<file path="config.mk">
export PLATFORM = sky130hd
export DESIGN_NAME = lclp_div_pipe
export DESIGN_NICKNAME = d
export VERILOG_FILES = /design/src/hw/rtl/lclp_pkg.sv /design/src/hw/rtl/lclp_div_pipe.sv
export SDC_FILE = /design/constraint.sdc
export NUM_CORES = 1
export LEC_CHECK = 0
export BUFFER_PORTS_ARGS = -buffer_cell sky130_fd_sc_hd__clkbuf_2
export CAP_MARGIN = 20
export CORE_ASPECT_RATIO = 1.2
export CORE_MARGIN = 4
export CORE_UTILIZATION = 45
export CTS_CLUSTER_SIZE = 20
export DETAILED_ROUTE_END_ITERATION = 8
export PLACE_DENSITY_LB_ADDON = 0.12
export SETUP_SLACK_MARGIN = 0.2
export SYNTH_ARGS = -nofsm -noshare
export SYNTH_HDL_FRONTEND = slang
export SYNTH_SLANG_ARGS = --single-unit
</file>
<file path="constraint.sdc">
create_clock -name clk -period 5.3 [get_ports clk]
set_clock_uncertainty 0.1 [all_clocks]
set_input_delay 1.06 -clock clk [delete_from_list [all_inputs] [get_ports clk]]
set_output_delay 1.06 -clock clk [all_outputs]
set_load 0.01 [all_outputs]
</file>
<file path="src/hw/rtl/lclp_pkg.sv">
// Shared types, constants and gain curve generation for the LED luminance pattern block.
package lclp_pkg;

	localparam int MAX_CHANNELS  = 64;
	localparam int CURVE_ENTRIES = 1024;
	localparam int CURVE_AW      = $clog2(CURVE_ENTRIES);
	localparam int TIME_W        = 32;
	localparam int IVL_W         = 16;
	localparam int CNT_W         = $clog2(MAX_CHANNELS + 1);
	localparam int D_W           = $clog2(MAX_CHANNELS) + IVL_W;
	localparam int RATIO_W       = 17;
	localparam int MOD_STAGES    = TIME_W;
	localparam int DIV_STAGES    = RATIO_W;

	localparam logic [RATIO_W-1:0] RATIO_ONE  = RATIO_W'(65536);
	localparam logic [RATIO_W-1:0] RATIO_HALF = RATIO_W'(32768);
	localparam logic [63:0] Q30_ONE = 64'd1 << 30;
	localparam logic [63:0] CURVE_NN = 64'(CURVE_ENTRIES) * 64'(CURVE_ENTRIES);

	typedef enum logic [2:0] {
		MODE_FLASH    = 3'd0,
		MODE_ON       = 3'd1,
		MODE_WHITE    = 3'd2,
		MODE_STOP     = 3'd3,
		MODE_FLOW     = 3'd4,
		MODE_STROBE_W = 3'd5,
		MODE_STROBE_C = 3'd6,
		MODE_GAIN     = 3'd7
	} mode_t;

	typedef enum logic [2:0] {
		REG_CHANNEL_COUNT   = 3'd0,
		REG_FLOW_INTERVAL   = 3'd1,
		REG_FLOW_LENGTH     = 3'd2,
		REG_STROBE_INTERVAL = 3'd3,
		REG_STROBE_LENGTH   = 3'd4,
		REG_COLOR_LOW       = 3'd5,
		REG_COLOR_HIGH      = 3'd6,
		REG_MODE_FLAGS      = 3'd7
	} cfg_reg_t;

	typedef enum logic [2:0] {
		SRC_DIV,
		SRC_ZERO,
		SRC_GAIN,
		SRC_ONE,
		SRC_HALF
	} src_t;

	typedef enum logic [1:0] {
		PAL_COLOR,
		PAL_STROBE_W,
		PAL_FULL_W
	} pal_t;

	typedef struct packed {
		logic [2:0]  mode;
		logic [31:0] time_now;
		logic [5:0]  channel_index;
		logic [9:0]  gain_amplitude;
		logic        beat_lock;
		logic [15:0] beat_period;
		logic [31:0] last_beat_time;
	} item_t;

	typedef struct packed {
		logic [7:0] red;
		logic [7:0] green;
		logic [7:0] blue;
		logic [7:0] white;
	} result_t;

	typedef struct packed {
		mode_t              mode;
		logic [CURVE_AW-1:0] gidx;
		logic               lock_en;
		logic               flash_ok;
		logic [IVL_W-1:0]   fl_num;
		logic [IVL_W-1:0]   period;
		logic [D_W-1:0]     d;
		logic [D_W-1:0]     chiv;
	} mod_side_t;

	typedef struct packed {
		src_t                src;
		pal_t                pal;
		logic [CURVE_AW-1:0] gidx;
	} div_side_t;

	typedef logic [63:0] root_tab_t [31];
	typedef logic [RATIO_W-1:0] curve_tab_t [CURVE_ENTRIES];

	function automatic logic [63:0] isqrt64(logic [63:0] v);
		logic [63:0] res;
		logic [63:0] b;
		logic [63:0] vv;
		res = '0;
		vv = v;
		b = 64'd1 << 62;
		while (b > vv) b = b >> 2;
		while (b != 0) begin
			if (vv >= res + b) begin
				vv = vv - (res + b);
				res = (res >> 1) + b;
			end else begin
				res = res >> 1;
			end
			b = b >> 2;
		end
		return res;
	endfunction

	function automatic root_tab_t build_roots();
		root_tab_t rt;
		rt[0] = Q30_ONE;
		rt[1] = isqrt64(64'd1 << 59);
		for (int j = 1; j < 30; j++) rt[j+1] = isqrt64(rt[j] << 30);
		return rt;
	endfunction

	// y^(3/20) or y^(3/10) in Q16 from y in Q32, through log2 and a product of roots
	function automatic logic [RATIO_W-1:0] curve_pow(logic [63:0] y32, bit fest,
			root_tab_t rt);
		int          p;
		logic [63:0] m;
		logic [63:0] f_log;
		logic [63:0] lg;
		logic [63:0] e;
		logic [63:0] n;
		logic [63:0] fr;
		logic [63:0] r;
		p = 0;
		f_log = '0;
		r = Q30_ONE;
		if (y32 == 0) return '0;
		while ((y32 >> (p + 1)) != 0) p++;
		m = (p <= 30) ? (y32 << (30 - p)) : (y32 >> (p - 30));
		for (int k = 0; k < 30; k++) begin
			m = (m * m) >> 30;
			f_log = f_log << 1;
			if (m >= (64'd2 << 30)) begin
				m = m >> 1;
				f_log = f_log | 64'd1;
			end
		end
		lg = (64'(32 - p) << 30) - f_log;
		e = fest ? (lg * 64'd3) / 64'd10 : (lg * 64'd3) / 64'd20;
		n = e >> 30;
		fr = e & (Q30_ONE - 64'd1);
		for (int j = 1; j <= 30; j++)
			if (fr[30-j]) r = (r * rt[j]) >> 30;
		r = (n >= 40) ? 64'd0 : (r >> n);
		return RATIO_W'((r + 64'd8192) >> 14);
	endfunction

	function automatic curve_tab_t build_curve(bit fest);
		curve_tab_t  tab;
		root_tab_t   rt;
		logic [63:0] q;
		logic [63:0] y;
		rt = build_roots();
		for (int i = 0; i < CURVE_ENTRIES; i++) begin
			q = 64'd4 * 64'(i) * 64'(CURVE_ENTRIES - i);
			y = (q << 32) / CURVE_NN;
			tab[i] = curve_pow(y, fest, rt);
		end
		return tab;
	endfunction

endpackage

</file>
<file path="src/hw/rtl/lclp_div_pipe.sv">
// Pipelined ratio divider: (num << 16) / den with num <= den, one quotient bit per stage.
module lclp_div_pipe
	import lclp_pkg::*;
(
	input  logic               clk,
	input  logic               arst_n,
	input  logic               adv,
	input  logic               in_valid,
	input  logic [IVL_W-1:0]   in_num,
	input  logic [IVL_W-1:0]   in_den,
	input  div_side_t          in_side,
	output logic               out_valid,
	output logic [RATIO_W-1:0] out_quot,
	output div_side_t          out_side
);

	logic               vld_s  [DIV_STAGES];
	logic [IVL_W-1:0]   rem_s  [DIV_STAGES];
	logic [IVL_W-1:0]   den_s  [DIV_STAGES];
	logic [RATIO_W-1:0] quot_s [DIV_STAGES];
	div_side_t          side_s [DIV_STAGES];

	for (genvar k = 0; k < DIV_STAGES; k++) begin : g_stage
		logic               vld_in;
		logic [IVL_W-1:0]   den_in;
		logic [RATIO_W-1:0] quot_in;
		div_side_t          side_in;
		logic [IVL_W:0]     trial;
		logic               qbit;

		if (k == 0) begin : g_first
			assign vld_in  = in_valid;
			assign den_in  = in_den;
			assign quot_in = '0;
			assign side_in = in_side;
			assign trial   = {1'b0, in_num};
		end else begin : g_next
			assign vld_in  = vld_s[k-1];
			assign den_in  = den_s[k-1];
			assign quot_in = quot_s[k-1];
			assign side_in = side_s[k-1];
			assign trial   = {rem_s[k-1], 1'b0};
		end

		assign qbit = (trial >= {1'b0, den_in});

		always_ff @(posedge clk or negedge arst_n) begin
			if (!arst_n) begin
				vld_s[k] <= 1'b0;
			end else if (adv) begin
				vld_s[k] <= vld_in;
			end
		end

		always_ff @(posedge clk) begin
			if (adv) begin
				rem_s[k]  <= qbit ? IVL_W'(trial - {1'b0, den_in}) : trial[IVL_W-1:0];
				quot_s[k] <= {quot_in[RATIO_W-2:0], qbit};
				den_s[k]  <= den_in;
				side_s[k] <= side_in;
			end
		end
	end

	assign out_valid = vld_s[DIV_STAGES-1];
	assign out_quot  = quot_s[DIV_STAGES-1];
	assign out_side  = side_s[DIV_STAGES-1];

endmodule
</file>
==> flow_summary.ini <==
[synth]
synth_area_leaders = edfxtp_1 (63%), ha_1 (7.7%), mux2_2 (3.2%), inv_1 (2.9%), o21ai_0 (2.0%)
synth_cell_type_count = 80
synth_area_leader_cell = edfxtp_1
synth_top_area_share_pct = 62.7
ys_async_sr_fraction_pct = 1.81
synth_commonest_cells = edfxtp_1 (920), inv_1 (345), ha_1 (271)
syn_nets = 3596
syn_area_um2 = 44000
ys_seq_elements = 937
syn_inst = 3258
syn_area_per_cell_um2 = 13.5
synth-edff-count = 920
ys_warn_count = 0
yosysSeqAreaShare_pct = 63.7
ys.flop_type = edfxtp_1
synth.most_common_cell = edfxtp_1

[timing]
layout_setup_ws_ns = 1.82
whs_ns = 0.199
max_freq_ghz = 0.287
hold_viol_final = 0
setup_viol = 0
final.min_clock_period_ns = 3.48
fin_tns_setup_ns = 0
slew_violations = 0
relSlewSlack_pct = 29.3
worstMarginPinSlew_ns = 1.06
finalCritPeriodShare_pct = 65.7
rsz0062_at_grt = no

[worst_hold_path]
min_path_type = input port to async pin

[job]
drv_cap = 0

[placed_design]
place_hpwl_um = 57900
dp_slack_ns = 1.17
portBuffers = 83
placed_cells = 4598
place.gp.congestion = 0.892

[routing]
vias = 25400
drt-pass1-iter-count = 5
finalWirelength_um = 80700
drt_iter0_markers = 1506
wl_per_cell_um = 16.9
ant_nets = 0
via_per_inst = 5.32
route.detailed.drc = 0

[floorplan]
io_pins = 84
die_w_um = 294
dieArea_um2 = 103000
fp.coreArea_um2 = 97000
die-height_um = 351
placementRows = 125
start_util_pct = 45.4

[layout]
final-seq-area_um2 = 28100
layout.cells.non_filler = 4779
final_layout_size_suffix_gt1_share_pct = 11.7
antenna_cells = 0
synthToLayoutAreaGrowth_pct = 12.4
multi_input_area_um2 = 14500
fillCellCount = 8183
nNetsFinal = 3768
postLayoutCoreUtil_pct = 51.1

[clock_tree]
clk_pin_slew_ns = 0.06
cts_buffers = 98
cts_resized = 0
cts_root_buf = clkbuf_16
cts_tree = built
cts_buffer_depth = 3
post_cts_buffers = 0
ctsHoldBuffers = 0
clock-sinks = 937
htree_num_levels = 3
clk-insertion-delay-late_ns = 0.68

[pwr]
internal-power_mw = 19.1
netSwitchingFraction_pct = 32.8
p_sw_mw = 9.32
clock_power_share_pct = 24.5
ir_drop_mv = 0.322
p_seq_share_pct = 39.2
p_per_area_nw_per_um2 = 574
leakagePower_nw = 19.5
combPwrFrac_pct = 36.3

[critical_path]
criticalPathCategory = register to register
cp_cell_sequence = ha_1 -> a21o_1 -> a211oi_1 -> o31ai_1 -> o31ai_4 -> inv_1 -> mux2_2
startpoint_type = register
cp_slowest_stage_delay_ns = 0.64
ff2ff_path_depth = 7
reg2reg_setup_slack_ns = 1.82
critPathArrivalTime_ns = 3.78
required_ns = 5.60
critPathMaxFanout = 11
slowest_stage = a211oi_1
r2r-end = rem_s[0][23]
crit_path_end_kind = register
reg2reg_from = rem_s[0][13]

[global_route]
grt_pass1_wl_um = 131000
antenna_found_initial = 0
grt_max_degree = 117
grt_usage_pct = 15.6
overflow = 0
grt_pass1_vias = 26100

[outcome]
status = finished, final reports clean
sequential cells by signal, indices dropped and copies added (netlist names):
| name | flops |
|---|---|
| side_s | 255 |
| quot_s | 153 |
| g_stage.vld_in | 16 |
| rem_s | 256 |
| out_valid | 1 |
| den_s | 256 |
power groups by stage:
stage	clock network, mW	logic [mW]	registers [mW]
floorplan	0	8.09	10.9
global placement	0	9.89	11.3
detailed placement	0	10.2	11.3
CTS	7.21	10.3	11.2
global route	7.53	11.5	11.3
finish	6.95	10.3	11.2
through the flow:
| stage | cell area (um^2) | total power [mW] |
|---|---|---|
| final | 49500 | 28.4 |
| after CTS | 49500 | 28.7 |
| after detailed placement | 46200 | 21.5 |
| after global routing | 49500 | 30.3 |
| after floorplan | 44000 | 19.0 |
| after global placement | 46200 | 21.2 |
worst max path at each step:
stage | from | endpoint | slack (ns) | cells past startpoint
final | rem_s[0][13] | rem_s[0][23] | 1.82 | 7
after global routing | rem_s[0][32] | rem_s[0][52] | 1.53 | 9
after CTS | rem_s[0][208] | rem_s[0][235] | 1.48 | 10
after detailed placement | in_num[0] | rem_s[0][14] | 1.17 | 11
after global placement | in_num[0] | rem_s[0][0] | 1.22 | 12
after floorplan | in_num[0] | rem_s[0][14] | 2.04 | 11
cells in the final DEF (no fill, tap or decap), types with 9 or more instances in the layout:
cell type	synthesis	final
fa_1	16	16
a21oi_1	143	143
ha_1	271	271
o31a_1	19	19
nand2_1	209	209
inv_1	345	345
or3_1	12	12
buf_4	3	17
bufinv_16	0	13
nor3_1	46	46
o211ai_1	17	17
o22ai_1	13	12
clkinv_1	0	16
nor2b_1	53	53
nor2_1	156	156
a31oi_1	32	32
clkbuf_16	0	98
clkbuf_1	25	25
nand4_1	34	34
o31ai_1	29	28
dfrtp_1	17	17
xor2_1	71	71
clkinv_2	0	13
nand3_1	35	35
a21o_1	71	71
nand2b_1	36	36
and2_1	9	9
edfxtp_1	920	920
o21a_1	50	50
xnor2_1	98	98
and3_1	12	12
a211oi_1	29	29
mux2i_1	17	17
o21ai_0	176	176
mux2_2	124	124
clkbuf_2	0	82
logic make-up (layout without fill, tap and decap cells):
| logic type | count (synthesis) | after routing | synth area share, % |
|---|---|---|---|
| adder cells (fa/ha/maj) | 287 | 287 | 8.43 |
| multiplexers | 148 | 148 | 3.80 |
| buffers and inverters | 383 | 634 | 3.36 |
| AO/OA/AOI/OAI | 691 | 691 | 10.4 |
| flip-flops | 937 | 937 | 63.7 |
| AND/OR/NAND/NOR | 643 | 643 | 6.99 |
| XOR/XNOR | 169 | 169 | 3.36 |
area by class of cell:
cell class / instances / area share [%]
Clock buffer: 123 / 5.14
Clock inverter: 56 / 1.56
Inverter: 345 / 2.62
Multi-Input combinational cell: 1938 / 29.3
Sequential cell: 937 / 56.7
Tap cell: 1270 / 3.21
Timing Repair Buffer: 110 / 1.50
routing by layer:
layer  part of all wire [%]  track usage (%)
met5                      0                0
met4                    3.5             6.24
met3                    3.9             2.51
met2                     50             27.7
met1                     42             18.9
critical path, delay by kind of cell (launching register included):
kind                     cells  cell delay [ns]
AO/OA/AOI/OAI                4             1.73
adder cells (fa/ha/maj)      1             0.37
buffers and inverters        1             0.26
flip-flops                   1             0.42
multiplexers                 1             0.32
Power figures use the tool's default switching activity.
